### src/sv/lfc_pkg.sv
// ----------------------------------------------------------------------------
// lfc_pkg
// Shared types, codes and reset values of the LLDP frame and TLV checker.
// ----------------------------------------------------------------------------
package lfc_pkg;

	// Configuration register indexes
	localparam logic [2:0] REG_DEST_MAC      = 3'd0;
	localparam logic [2:0] REG_ETHERTYPE     = 3'd1;
	localparam logic [2:0] REG_ORG_TLV_TYPE  = 3'd2;
	localparam logic [2:0] REG_DOT1_OUI      = 3'd3;
	localparam logic [2:0] REG_DOT3_OUI      = 3'd4;
	localparam logic [2:0] REG_CHASSIS_MAC   = 3'd5;
	localparam logic [2:0] REG_PORT_MAC      = 3'd6;

	// Configuration reset values
	localparam logic [47:0] RST_DEST_MAC     = 48'h0180_C200_000E;
	localparam logic [15:0] RST_ETHERTYPE    = 16'h88CC;
	localparam logic [6:0]  RST_ORG_TLV_TYPE = 7'd127;
	localparam logic [23:0] RST_DOT1_OUI     = 24'h0080C2;
	localparam logic [23:0] RST_DOT3_OUI     = 24'h00120F;
	localparam logic [7:0]  RST_CHASSIS_MAC  = 8'd4;
	localparam logic [7:0]  RST_PORT_MAC     = 8'd3;

	// Status codes
	localparam logic [2:0] ST_OK          = 3'd0;
	localparam logic [2:0] ST_BAD_MAC     = 3'd1;
	localparam logic [2:0] ST_BAD_ETYPE   = 3'd2;
	localparam logic [2:0] ST_TRUNCATED   = 3'd3;
	localparam logic [2:0] ST_BAD_LENGTH  = 3'd4;
	localparam logic [2:0] ST_UNK_TYPE    = 3'd5;
	localparam logic [2:0] ST_UNK_ORG     = 3'd6;
	localparam logic [2:0] ST_BAD_SUBTYPE = 3'd7;

	// Value kinds
	localparam logic [2:0] VK_NONE        = 3'd0;
	localparam logic [2:0] VK_CHASSIS_MAC = 3'd1;
	localparam logic [2:0] VK_PORT_MAC    = 3'd2;
	localparam logic [2:0] VK_TTL         = 3'd3;
	localparam logic [2:0] VK_CAPS        = 3'd4;
	localparam logic [2:0] VK_PVID        = 3'd5;
	localparam logic [2:0] VK_VLAN_ID     = 3'd6;

	// TLV types
	localparam logic [6:0] TLV_END       = 7'd0;
	localparam logic [6:0] TLV_CHASSIS   = 7'd1;
	localparam logic [6:0] TLV_PORT      = 7'd2;
	localparam logic [6:0] TLV_TTL       = 7'd3;
	localparam logic [6:0] TLV_PORT_DESC = 7'd4;
	localparam logic [6:0] TLV_SYS_NAME  = 7'd5;
	localparam logic [6:0] TLV_SYS_DESC  = 7'd6;
	localparam logic [6:0] TLV_CAPS      = 7'd7;
	localparam logic [6:0] TLV_MGMT_ADDR = 7'd8;

	// 802.1 organizational subtypes
	localparam logic [7:0] DOT1_PVID      = 8'd1;
	localparam logic [7:0] DOT1_PPVID     = 8'd2;
	localparam logic [7:0] DOT1_VLAN_NAME = 8'd3;
	localparam logic [7:0] DOT1_PROTO_ID  = 8'd4;

	// Ethernet header: MAC bytes, then source MAC, then ethertype
	localparam logic [3:0] HDR_MAC_BYTES  = 4'd6;
	localparam logic [3:0] HDR_ETYPE_HI   = 4'd12;

	typedef enum logic [3:0] {
		PH_HDR  = 4'b0001,
		PH_TLVH = 4'b0010,
		PH_VAL  = 4'b0100,
		PH_SKIP = 4'b1000
	} phase_t;

	typedef struct packed {
		logic [47:0] dest_mac;
		logic [15:0] lldp_ethertype;
		logic [6:0]  org_tlv_type;
		logic [23:0] dot1_oui;
		logic [23:0] dot3_oui;
		logic [7:0]  chassis_mac_subtype;
		logic [7:0]  port_mac_subtype;
	} cfg_t;

	typedef struct packed {
		logic [2:0]  status;
		logic [6:0]  tlv_type;
		logic [8:0]  tlv_length;
		logic [2:0]  value_kind;
		logic [47:0] value;
		logic        frame_done;
	} result_t;

endpackage

### src/sv/lfc_eval.sv
// ----------------------------------------------------------------------------
// lfc_eval
// Length, OUI and subtype rules of one completed TLV; picks the value.
// ----------------------------------------------------------------------------
module lfc_eval import lfc_pkg::*; (
	input  cfg_t        cfg,
	input  logic [6:0]  typ,
	input  logic [8:0]  len,
	input  logic [23:0] oui,
	input  logic [7:0]  subtype,
	input  logic [7:0]  vname_len,
	input  logic [47:0] val,
	output logic [2:0]  status,
	output logic [2:0]  kind,
	output logic [47:0] value
);

	logic [9:0] vname_end;

	assign vname_end = 10'd7 + {2'b00, vname_len};

	always_comb begin
		status = ST_OK;
		kind   = VK_NONE;
		value  = '0;
		if (typ == cfg.org_tlv_type) begin
			if (len < 9'd3) begin
				status = ST_BAD_LENGTH;
			end else if (oui == cfg.dot1_oui) begin
				if (len < 9'd4) begin
					status = ST_BAD_LENGTH;
				end else begin
					case (subtype) inside
						DOT1_PPVID, DOT1_PROTO_ID: status = ST_OK;
						DOT1_PVID: begin
							if (len < 9'd6) begin
								status = ST_BAD_LENGTH;
							end else begin
								kind  = VK_PVID;
								value = {32'd0, val[15:0]};
							end
						end
						DOT1_VLAN_NAME: begin
							if (len < 9'd7 || {1'b0, len} < vname_end) begin
								status = ST_BAD_LENGTH;
							end else begin
								kind  = VK_VLAN_ID;
								value = {32'd0, val[15:0]};
							end
						end
						default: status = ST_BAD_SUBTYPE;
					endcase
				end
			end else if (oui != cfg.dot3_oui) begin
				status = ST_UNK_ORG;
			end
		end else begin
			case (typ) inside
				TLV_END: begin
					if (len != 9'd0) status = ST_BAD_LENGTH;
				end
				TLV_CHASSIS, TLV_PORT: begin
					if (len < 9'd2) begin
						status = ST_BAD_LENGTH;
					end else if (subtype == ((typ == TLV_CHASSIS) ? cfg.chassis_mac_subtype
							: cfg.port_mac_subtype)) begin
						if (len != 9'd7) begin
							status = ST_BAD_LENGTH;
						end else begin
							kind  = (typ == TLV_CHASSIS) ? VK_CHASSIS_MAC : VK_PORT_MAC;
							value = val;
						end
					end
				end
				TLV_TTL: begin
					if (len != 9'd2) begin
						status = ST_BAD_LENGTH;
					end else begin
						kind  = VK_TTL;
						value = {32'd0, val[15:0]};
					end
				end
				TLV_PORT_DESC, TLV_SYS_NAME, TLV_SYS_DESC: begin
					if (len == 9'd0) status = ST_BAD_LENGTH;
				end
				TLV_CAPS: begin
					if (len != 9'd4) begin
						status = ST_BAD_LENGTH;
					end else begin
						kind  = VK_CAPS;
						value = {16'd0, val[31:0]};
					end
				end
				TLV_MGMT_ADDR: status = ST_OK;
				default: status = ST_UNK_TYPE;
			endcase
		end
	end

endmodule

### src/sv/lfc_parser.sv
// ----------------------------------------------------------------------------
// lfc_parser
// Frame walker: header check, TLV header and value capture, skip on error.
// ----------------------------------------------------------------------------
module lfc_parser import lfc_pkg::*; (
	input  logic       clk,
	input  logic       arst_n,
	input  cfg_t       cfg,
	input  logic       byte_valid,
	input  logic [7:0] data_byte,
	input  logic       frame_last,
	input  logic       advance,
	output logic       emit,
	output result_t    res
);

	phase_t      phase_q, n_phase;
	logic [3:0]  hdr_cnt_q, n_hdr_cnt;
	logic        etype_hi_ok_q, n_etype_hi_ok;
	logic [8:0]  cnt_q, n_cnt, cnt_inc;
	logic [6:0]  cur_type_q, n_type;
	logic [8:0]  cur_len_q, n_len;
	logic [23:0] oui_q, n_oui;
	logic [7:0]  subtype_q, n_subtype;
	logic [7:0]  vname_len_q, n_vname_len;
	logic [47:0] val_q, n_val;
	logic [2:0]  mac_sel;
	logic [7:0]  mac_byte;
	logic        is_org;
	logic [2:0]  ev_status;
	logic [2:0]  ev_kind;
	logic [47:0] ev_value;

	assign is_org   = (cur_type_q == cfg.org_tlv_type);
	assign cnt_inc  = cnt_q + 9'd1;
	assign mac_sel  = 3'd5 - hdr_cnt_q[2:0];
	assign mac_byte = cfg.dest_mac[{mac_sel, 3'b000} +: 8];

	// TLV field capture
	always_comb begin
		n_type      = cur_type_q;
		n_len       = cur_len_q;
		n_oui       = oui_q;
		n_subtype   = subtype_q;
		n_vname_len = vname_len_q;
		n_val       = val_q;
		if (phase_q == PH_TLVH) begin
			if (cnt_q == 9'd0) begin
				n_type      = data_byte[7:1];
				n_len       = {data_byte[0], 8'h00};
				n_oui       = '0;
				n_subtype   = '0;
				n_vname_len = '0;
				n_val       = '0;
			end else begin
				n_len = cur_len_q | {1'b0, data_byte};
			end
		end else if (phase_q == PH_VAL) begin
			if (is_org) begin
				if (cnt_q < 9'd3) begin
					n_oui = {oui_q[15:0], data_byte};
				end else if (cnt_q == 9'd3) begin
					n_subtype = data_byte;
				end else if (cnt_q == 9'd4 || cnt_q == 9'd5) begin
					n_val = {val_q[39:0], data_byte};
				end else if (cnt_q == 9'd6) begin
					n_vname_len = data_byte;
				end
			end else begin
				if (cnt_q == 9'd0) n_subtype = data_byte;
				n_val = {val_q[39:0], data_byte};
			end
		end
	end

	lfc_eval u_eval (
		.cfg       (cfg),
		.typ       (n_type),
		.len       (n_len),
		.oui       (n_oui),
		.subtype   (n_subtype),
		.vname_len (n_vname_len),
		.val       (n_val),
		.status    (ev_status),
		.kind      (ev_kind),
		.value     (ev_value)
	);

	// Sequencing and result selection
	always_comb begin
		n_phase       = phase_q;
		n_hdr_cnt     = hdr_cnt_q;
		n_etype_hi_ok = etype_hi_ok_q;
		n_cnt         = cnt_q;
		emit          = 1'b0;
		res           = '{status: ST_TRUNCATED, tlv_type: n_type, tlv_length: n_len,
			value_kind: VK_NONE, value: '0, frame_done: frame_last};
		unique case (phase_q)
			PH_HDR: begin
				if (hdr_cnt_q < HDR_MAC_BYTES) begin
					if (data_byte != mac_byte || frame_last) begin
						emit = 1'b1;
						res  = '{status: ((data_byte != mac_byte || hdr_cnt_q < 4'd5) ?
							ST_BAD_MAC : ST_BAD_ETYPE), tlv_type: '0, tlv_length: '0,
							value_kind: VK_NONE, value: '0, frame_done: frame_last};
					end else begin
						n_hdr_cnt = hdr_cnt_q + 4'd1;
					end
				end else if (hdr_cnt_q < HDR_ETYPE_HI) begin
					if (frame_last) begin
						emit = 1'b1;
						res  = '{status: ST_BAD_ETYPE, tlv_type: '0, tlv_length: '0,
							value_kind: VK_NONE, value: '0, frame_done: 1'b1};
					end else begin
						n_hdr_cnt = hdr_cnt_q + 4'd1;
					end
				end else if (hdr_cnt_q == HDR_ETYPE_HI) begin
					n_etype_hi_ok = (data_byte == cfg.lldp_ethertype[15:8]);
					if (frame_last) begin
						emit = 1'b1;
						res  = '{status: ST_BAD_ETYPE, tlv_type: '0, tlv_length: '0,
							value_kind: VK_NONE, value: '0, frame_done: 1'b1};
					end else begin
						n_hdr_cnt = HDR_ETYPE_HI + 4'd1;
					end
				end else begin
					if (!(etype_hi_ok_q && data_byte == cfg.lldp_ethertype[7:0])) begin
						emit = 1'b1;
						res  = '{status: ST_BAD_ETYPE, tlv_type: '0, tlv_length: '0,
							value_kind: VK_NONE, value: '0, frame_done: frame_last};
					end else if (!frame_last) begin
						n_phase = PH_TLVH;
						n_cnt   = '0;
					end
				end
				// header errors skip the rest of the frame
				if (emit && !frame_last) n_phase = PH_SKIP;
			end
			PH_TLVH: begin
				if (cnt_q == 9'd0) begin
					if (frame_last) begin
						emit = 1'b1;
					end else begin
						n_cnt = 9'd1;
					end
				end else if (n_len == 9'd0) begin
					emit = 1'b1;
					res  = '{status: ev_status, tlv_type: n_type, tlv_length: n_len,
						value_kind: ev_kind, value: ev_value, frame_done: frame_last};
					n_phase = (ev_status != ST_OK) ? PH_SKIP : PH_TLVH;
					n_cnt   = '0;
				end else begin
					n_phase = PH_VAL;
					n_cnt   = '0;
					emit    = frame_last;
				end
			end
			PH_VAL: begin
				n_cnt = cnt_inc;
				if (cnt_inc >= cur_len_q) begin
					emit = 1'b1;
					res  = '{status: ev_status, tlv_type: n_type, tlv_length: n_len,
						value_kind: ev_kind, value: ev_value, frame_done: frame_last};
					n_phase = (ev_status != ST_OK) ? PH_SKIP : PH_TLVH;
					n_cnt   = '0;
				end else begin
					emit = frame_last;
				end
			end
			PH_SKIP: begin
				n_phase = PH_SKIP;
			end
			default: begin
				n_phase = PH_HDR;
			end
		endcase
		// the last byte always closes the frame
		if (frame_last) begin
			n_phase       = PH_HDR;
			n_hdr_cnt     = '0;
			n_etype_hi_ok = 1'b0;
			n_cnt         = '0;
		end
		if (!byte_valid) emit = 1'b0;
	end

	always_ff @(posedge clk or negedge arst_n) begin
		if (!arst_n) begin
			phase_q       <= PH_HDR;
			hdr_cnt_q     <= '0;
			etype_hi_ok_q <= 1'b0;
			cnt_q         <= '0;
			cur_type_q    <= '0;
			cur_len_q     <= '0;
			oui_q         <= '0;
			subtype_q     <= '0;
			vname_len_q   <= '0;
			val_q         <= '0;
		end else if (advance) begin
			phase_q       <= n_phase;
			hdr_cnt_q     <= n_hdr_cnt;
			etype_hi_ok_q <= n_etype_hi_ok;
			cnt_q         <= n_cnt;
			cur_type_q    <= n_type;
			cur_len_q     <= n_len;
			oui_q         <= n_oui;
			subtype_q     <= n_subtype;
			vname_len_q   <= n_vname_len;
			val_q         <= n_val;
		end
	end

	a_skip_silent: assert property (@(posedge clk) disable iff (!arst_n)
		phase_q == PH_SKIP |-> !emit)
		else $error("report raised while skipping a frame");

	a_value_only_ok: assert property (@(posedge clk) disable iff (!arst_n)
		emit && res.value_kind != VK_NONE |-> res.status == ST_OK)
		else $error("value reported with an error status");

	a_last_restarts: assert property (@(posedge clk) disable iff (!arst_n)
		advance && frame_last |=> phase_q == PH_HDR && hdr_cnt_q == 4'd0)
		else $error("frame end did not restart header parsing");

endmodule
### config.mk
export PLATFORM = sky130hd
export DESIGN_NAME = lfc_parser
export DESIGN_NICKNAME = d
export VERILOG_FILES = /design/src/sv/lfc_pkg.sv /design/src/sv/lfc_eval.sv /design/src/sv/lfc_parser.sv
export SDC_FILE = /design/constraint.sdc
export NUM_CORES = 1
export LEC_CHECK = 0
export ABC_CLOCK_PERIOD_IN_PS = 6500
export BUFFER_PORTS_ARGS = -buffer_cell sky130_fd_sc_hd__buf_2
export CAP_MARGIN = 20
export CORE_MARGIN = 4
export CORE_UTILIZATION = 40
export DETAILED_ROUTE_END_ITERATION = 7
export GPL_ROUTABILITY_DRIVEN = 0
export SLEW_MARGIN = 20
export SYNTH_ARGS = -nofsm -noshare
export SYNTH_HDL_FRONTEND = slang
export SYNTH_HIERARCHICAL = 1
export SYNTH_SLANG_ARGS = --single-unit
### constraint.sdc
create_clock -name clk -period 6.5 [get_ports clk]
set_clock_uncertainty 0.1 [all_clocks]
set_input_delay 0.65 -clock clk [delete_from_list [all_inputs] [get_ports clk]]
set_output_delay 0.65 -clock clk [all_outputs]
set_load 0.02 [all_outputs]
==> results.md <==
- Highest cell delay on the worst timing path: 0.42 ns
- Pin count of the biggest net entering global routing: 85
- Inserted Diodes: 0
- Starting utilization of the core area: 40.61%
- Largest cells by area after synthesis: dfrtp_1 (30%), a22o_1 (7.5%), nand2_1 (6.6%)
- Worst reg2reg setup slack: 0.95 ns
- Post-CTS clock slew at the launch and capture registers of the worst setup and hold paths: 0.07 ns
- Hold Worst Slack: 0.06614 ns
- Class of the tightest hold or removal check: in2async
- Antenna viol nets, final: 0
- Final design instance area without fill: 0.01213 sq mm
- Mean cell area of the mapped netlist: 8.098 sq um
- Number of enable-type register cells in the synthesized netlist: 0
- Overall track demand over capacity in global routing: 23.42%
- Die extent in x: 167.9 microns
- Layout net count: 1604
- Cell breakdown of the critical path: xor2_1 > nor3_1 > nand4_1 > nor2_1 > nand2_1 > nor3_1 > buf_4 > mux2i_1 > nor2_1 > nor3_1 > xor2_1 > ha_1 > a21o_1 > a21oi_1 > a21oi_1 > o211ai_1 > a41oi_1 > o21ai_0 > o2bb2ai_1 > and2_1 > buf_2
- Count of port buffers added during placement: 219
- Antenna violations before repair: 0
- Post-synthesis instance area: 0.01023 sq mm
- Warnings, synthesis: 6
- Share of the yosys chip area belonging to registers: 29.86%
- CP dominant cell by count: nor3_1
- Slew @ Worst Pin: 0.9334 ns
- Number of hold violations in the final report: 0
- Buffer type at the clock tree root: clkbuf_16
- Remaining global-route overflow: 0
- Clock tree from TritonCTS: yes
- Count of unresolved DRC violations after routing: 0
- Critical Path End Type: primary output
- Clock sinks: 122
- LEAKAGE: 5.397 nW
- IO Pins: 220
- Num rows: 58
- Vias: 10090
- Critical Path Source Type: flip-flop
- Data required time at the worst endpoint: 5.75 ns
- Number of H-tree levels: 4
- Async set-or-reset flop fraction in the synthesized netlist: 100.0%
- Routed wire length per instance: 19.24 microns
- Insertion delay of the later-clocked pin in the worst-skew pair: 0.43 ns
- Ratio of total power to cell area: 210.0 mW/mm^2
- Setup violators final: 0
- Drt via density: 5.688
- Yosys top cell area share: 29.61%
- Number of flip-flops and latches in the synthesized netlist: 122
- P&R area growth vs syn: 18.61%
- Fraction of final layout cells with drive strength greater than 1: 21.83%
- Initial DRC Count: 1083
- Area enclosed by the die boundary: 0.02819 sq mm
- Core outline area: 0.02518 sq mm
- Hold buffers post-CTS: 0
- Accumulated negative setup slack: 0 ns
- Cell type contributing the most total cell area after synthesis: dfrtp_1
- Predominant post-synthesis flop cell: dfrtp_1
- Number of global-route vias before repair: 9638
- Result of the run: finished clean
- HPWL reported at the end of detailed placement: 24.48 mm
- Placed inst area: 0.01149 sq mm
- Synthesized net count: 1437
- Max Transition Viols Final: 0
- Cell count after synthesis: 1263
- Post-route core utilization: 48.17%
- Share of the cycle needed by the critical path after routing: 93.14%
- RR Endpoint: phase_q[3]
- Post-layout min period: 6.054 ns
- Number of buffers created by CTS: 17
- Setup repair after global routing missed its margin: no
- 1st-pass router iterations: 6
- Cell at the slowest stage of the critical path: nor3_1
- Die H: 167.9 microns
- Count of distinct cell types in the synthesized netlist: 76
- Relative slew slack: 37.57%
- Worst-path maximum fanout: 10
- Cell depth of the worst flop-to-flop path: 24
- Max-cap violations: 0
- Start of the worst register-to-register path: cur_type_q[3]
- Highest clock frequency the design can meet: 165.2 MHz
- Arrival time worst endpoint: 5.30 ns
- Wire length after detailed routing: 34.11 mm
- Wire length of the first global-routing pass: 53.59 mm
- WS Path Type: reg2out
- Number of buffers on the longest clock path: 2
- Peak supply drop: 0.0001478 V
final cells by class:
type	instances	area (sq um)
fillers	2471	13050
multi-input cells	1006	6608
flip-flops and latches	122	3054
repair buffers	246	1339
clock buffers	17	425.4
well taps	330	412.9
clock inverters	15	152.6
inverters	37	138.9
metal layers:
layer / GRT usage [%] / routed length, microns / vias up
met2: 38.49 / 16360 / 326
li1: - / - / 4832
met4: 5.540 / 544 / 0
met1: 32.35 / 15230 / 4892
met5: 0 / 0 / -
met3: 3.992 / 1977 / 35
worst max path at each step:
| stage | start | endpoint | slack (ns) | depth (start not counted) |
|---|---|---|---|---|
| after global routing | cur_type_q[3] | res[70] | 0.11 | 21 |
| after global placement | cnt_q[3] | res[11] | 0.66 | 15 |
| after floorplan | phase_q[1] | res[15] | 1.39 | 17 |
| after CTS | cnt_q[3] | res[9] | 0.06 | 15 |
| final | cur_type_q[3] | res[70] | 0.45 | 21 |
| after detailed placement | cnt_q[3] | res[9] | 0.53 | 15 |
cell families (layout without fill, tap and decap cells):
kind of cell             after synthesis  after routing  share of synthesized area, %
AND/OR/NAND/NOR                      477            477                         23.37
AO/OA/AOI/OAI                        347            347                         23.67
buffers and inverters                135            315                         6.019
flip-flops                           122            122                         29.86
XOR/XNOR                             114            114                         9.763
multiplexers                          42             42                         4.135
adder cells (fa/ha/maj)               26             26                         3.181
flip-flops by register name, summed over array words and instances, names as in the netlist:
name and cells:
hdr_cnt_q 4, cur_type_q 7, cur_len_q 9, subtype_q 8, val_q 48, phase_q 4, etype_hi_ok_q 1, oui_q 24
vname_len_q 8, cnt_q 9
worst max-delay path, delay by kind of cell (launching register included):
family	cells	cell delay (ns)
xor+xnor	2	0.38
mux	1	0.26
flops	1	0.41
compound gates	7	1.24
buf+inv	2	0.44
fa+ha+maj	1	0.28
simple gates	8	1.86
cell usage after synthesis, drive strengths merged, types with 4 or more instances:
| library cell | number |
|---|---|
| a21boi | 17 |
| a21o | 9 |
| a21oi | 114 |
| a22o | 87 |
| a32o | 16 |
| and2 | 74 |
| and3 | 27 |
| buf | 35 |
| clkbuf | 63 |
| dfrtp | 121 |
| ha | 26 |
| inv | 37 |
| mux2i | 40 |
| nand2 | 181 |
| nand2b | 7 |
| nand3 | 18 |
| nand4 | 16 |
| nand4b | 4 |
| nor2 | 70 |
| nor3 | 25 |
| nor4 | 23 |
| o211ai | 6 |
| o21ai | 47 |
| o22ai | 16 |
| or3 | 14 |
| xnor2 | 66 |
| xor2 | 48 |
report_power, final:
group,internal [mW],switching [mW]
Combinational,0.300,0.456
Sequential,0.793,0.0461
Clock,0.542,0.411
timing repair:
action	in CTS	in global routing
setup buffers	0	4
endpoints found under the setup margin	0	35
gates resized for setup	0	3
placed cells by master (no fill, tap or decap), types with 22 or more instances in the layout:
cell	netlist	layout
a21oi_1	114	114
a22o_1	87	87
and2_1	74	73
and3_1	27	27
buf_2	18	218
buf_4	1	25
dfrtp_1	121	121
ha_1	26	26
inv_1	37	37
mux2i_1	40	40
nand2_1	181	181
nor2_1	67	65
nor3_1	23	22
o21ai_0	39	38
xnor2_1	66	66
xor2_1	48	48
through the flow:
| step | instances | power, mW | worst slack (ns) |
|---|---|---|---|
| after floorplan | 1263 | 1.420 | 1.387 |
| after global placement | 1737 | 1.591 | 0.6577 |
| after detailed placement | 1737 | 1.601 | 0.5288 |
| after CTS | 1769 | 2.556 | 0.05632 |
| after global routing | 1773 | 2.668 | 0.1103 |
| final | 1773 | 2.547 | 0.4458 |
(Power assumes the default switching activity.)
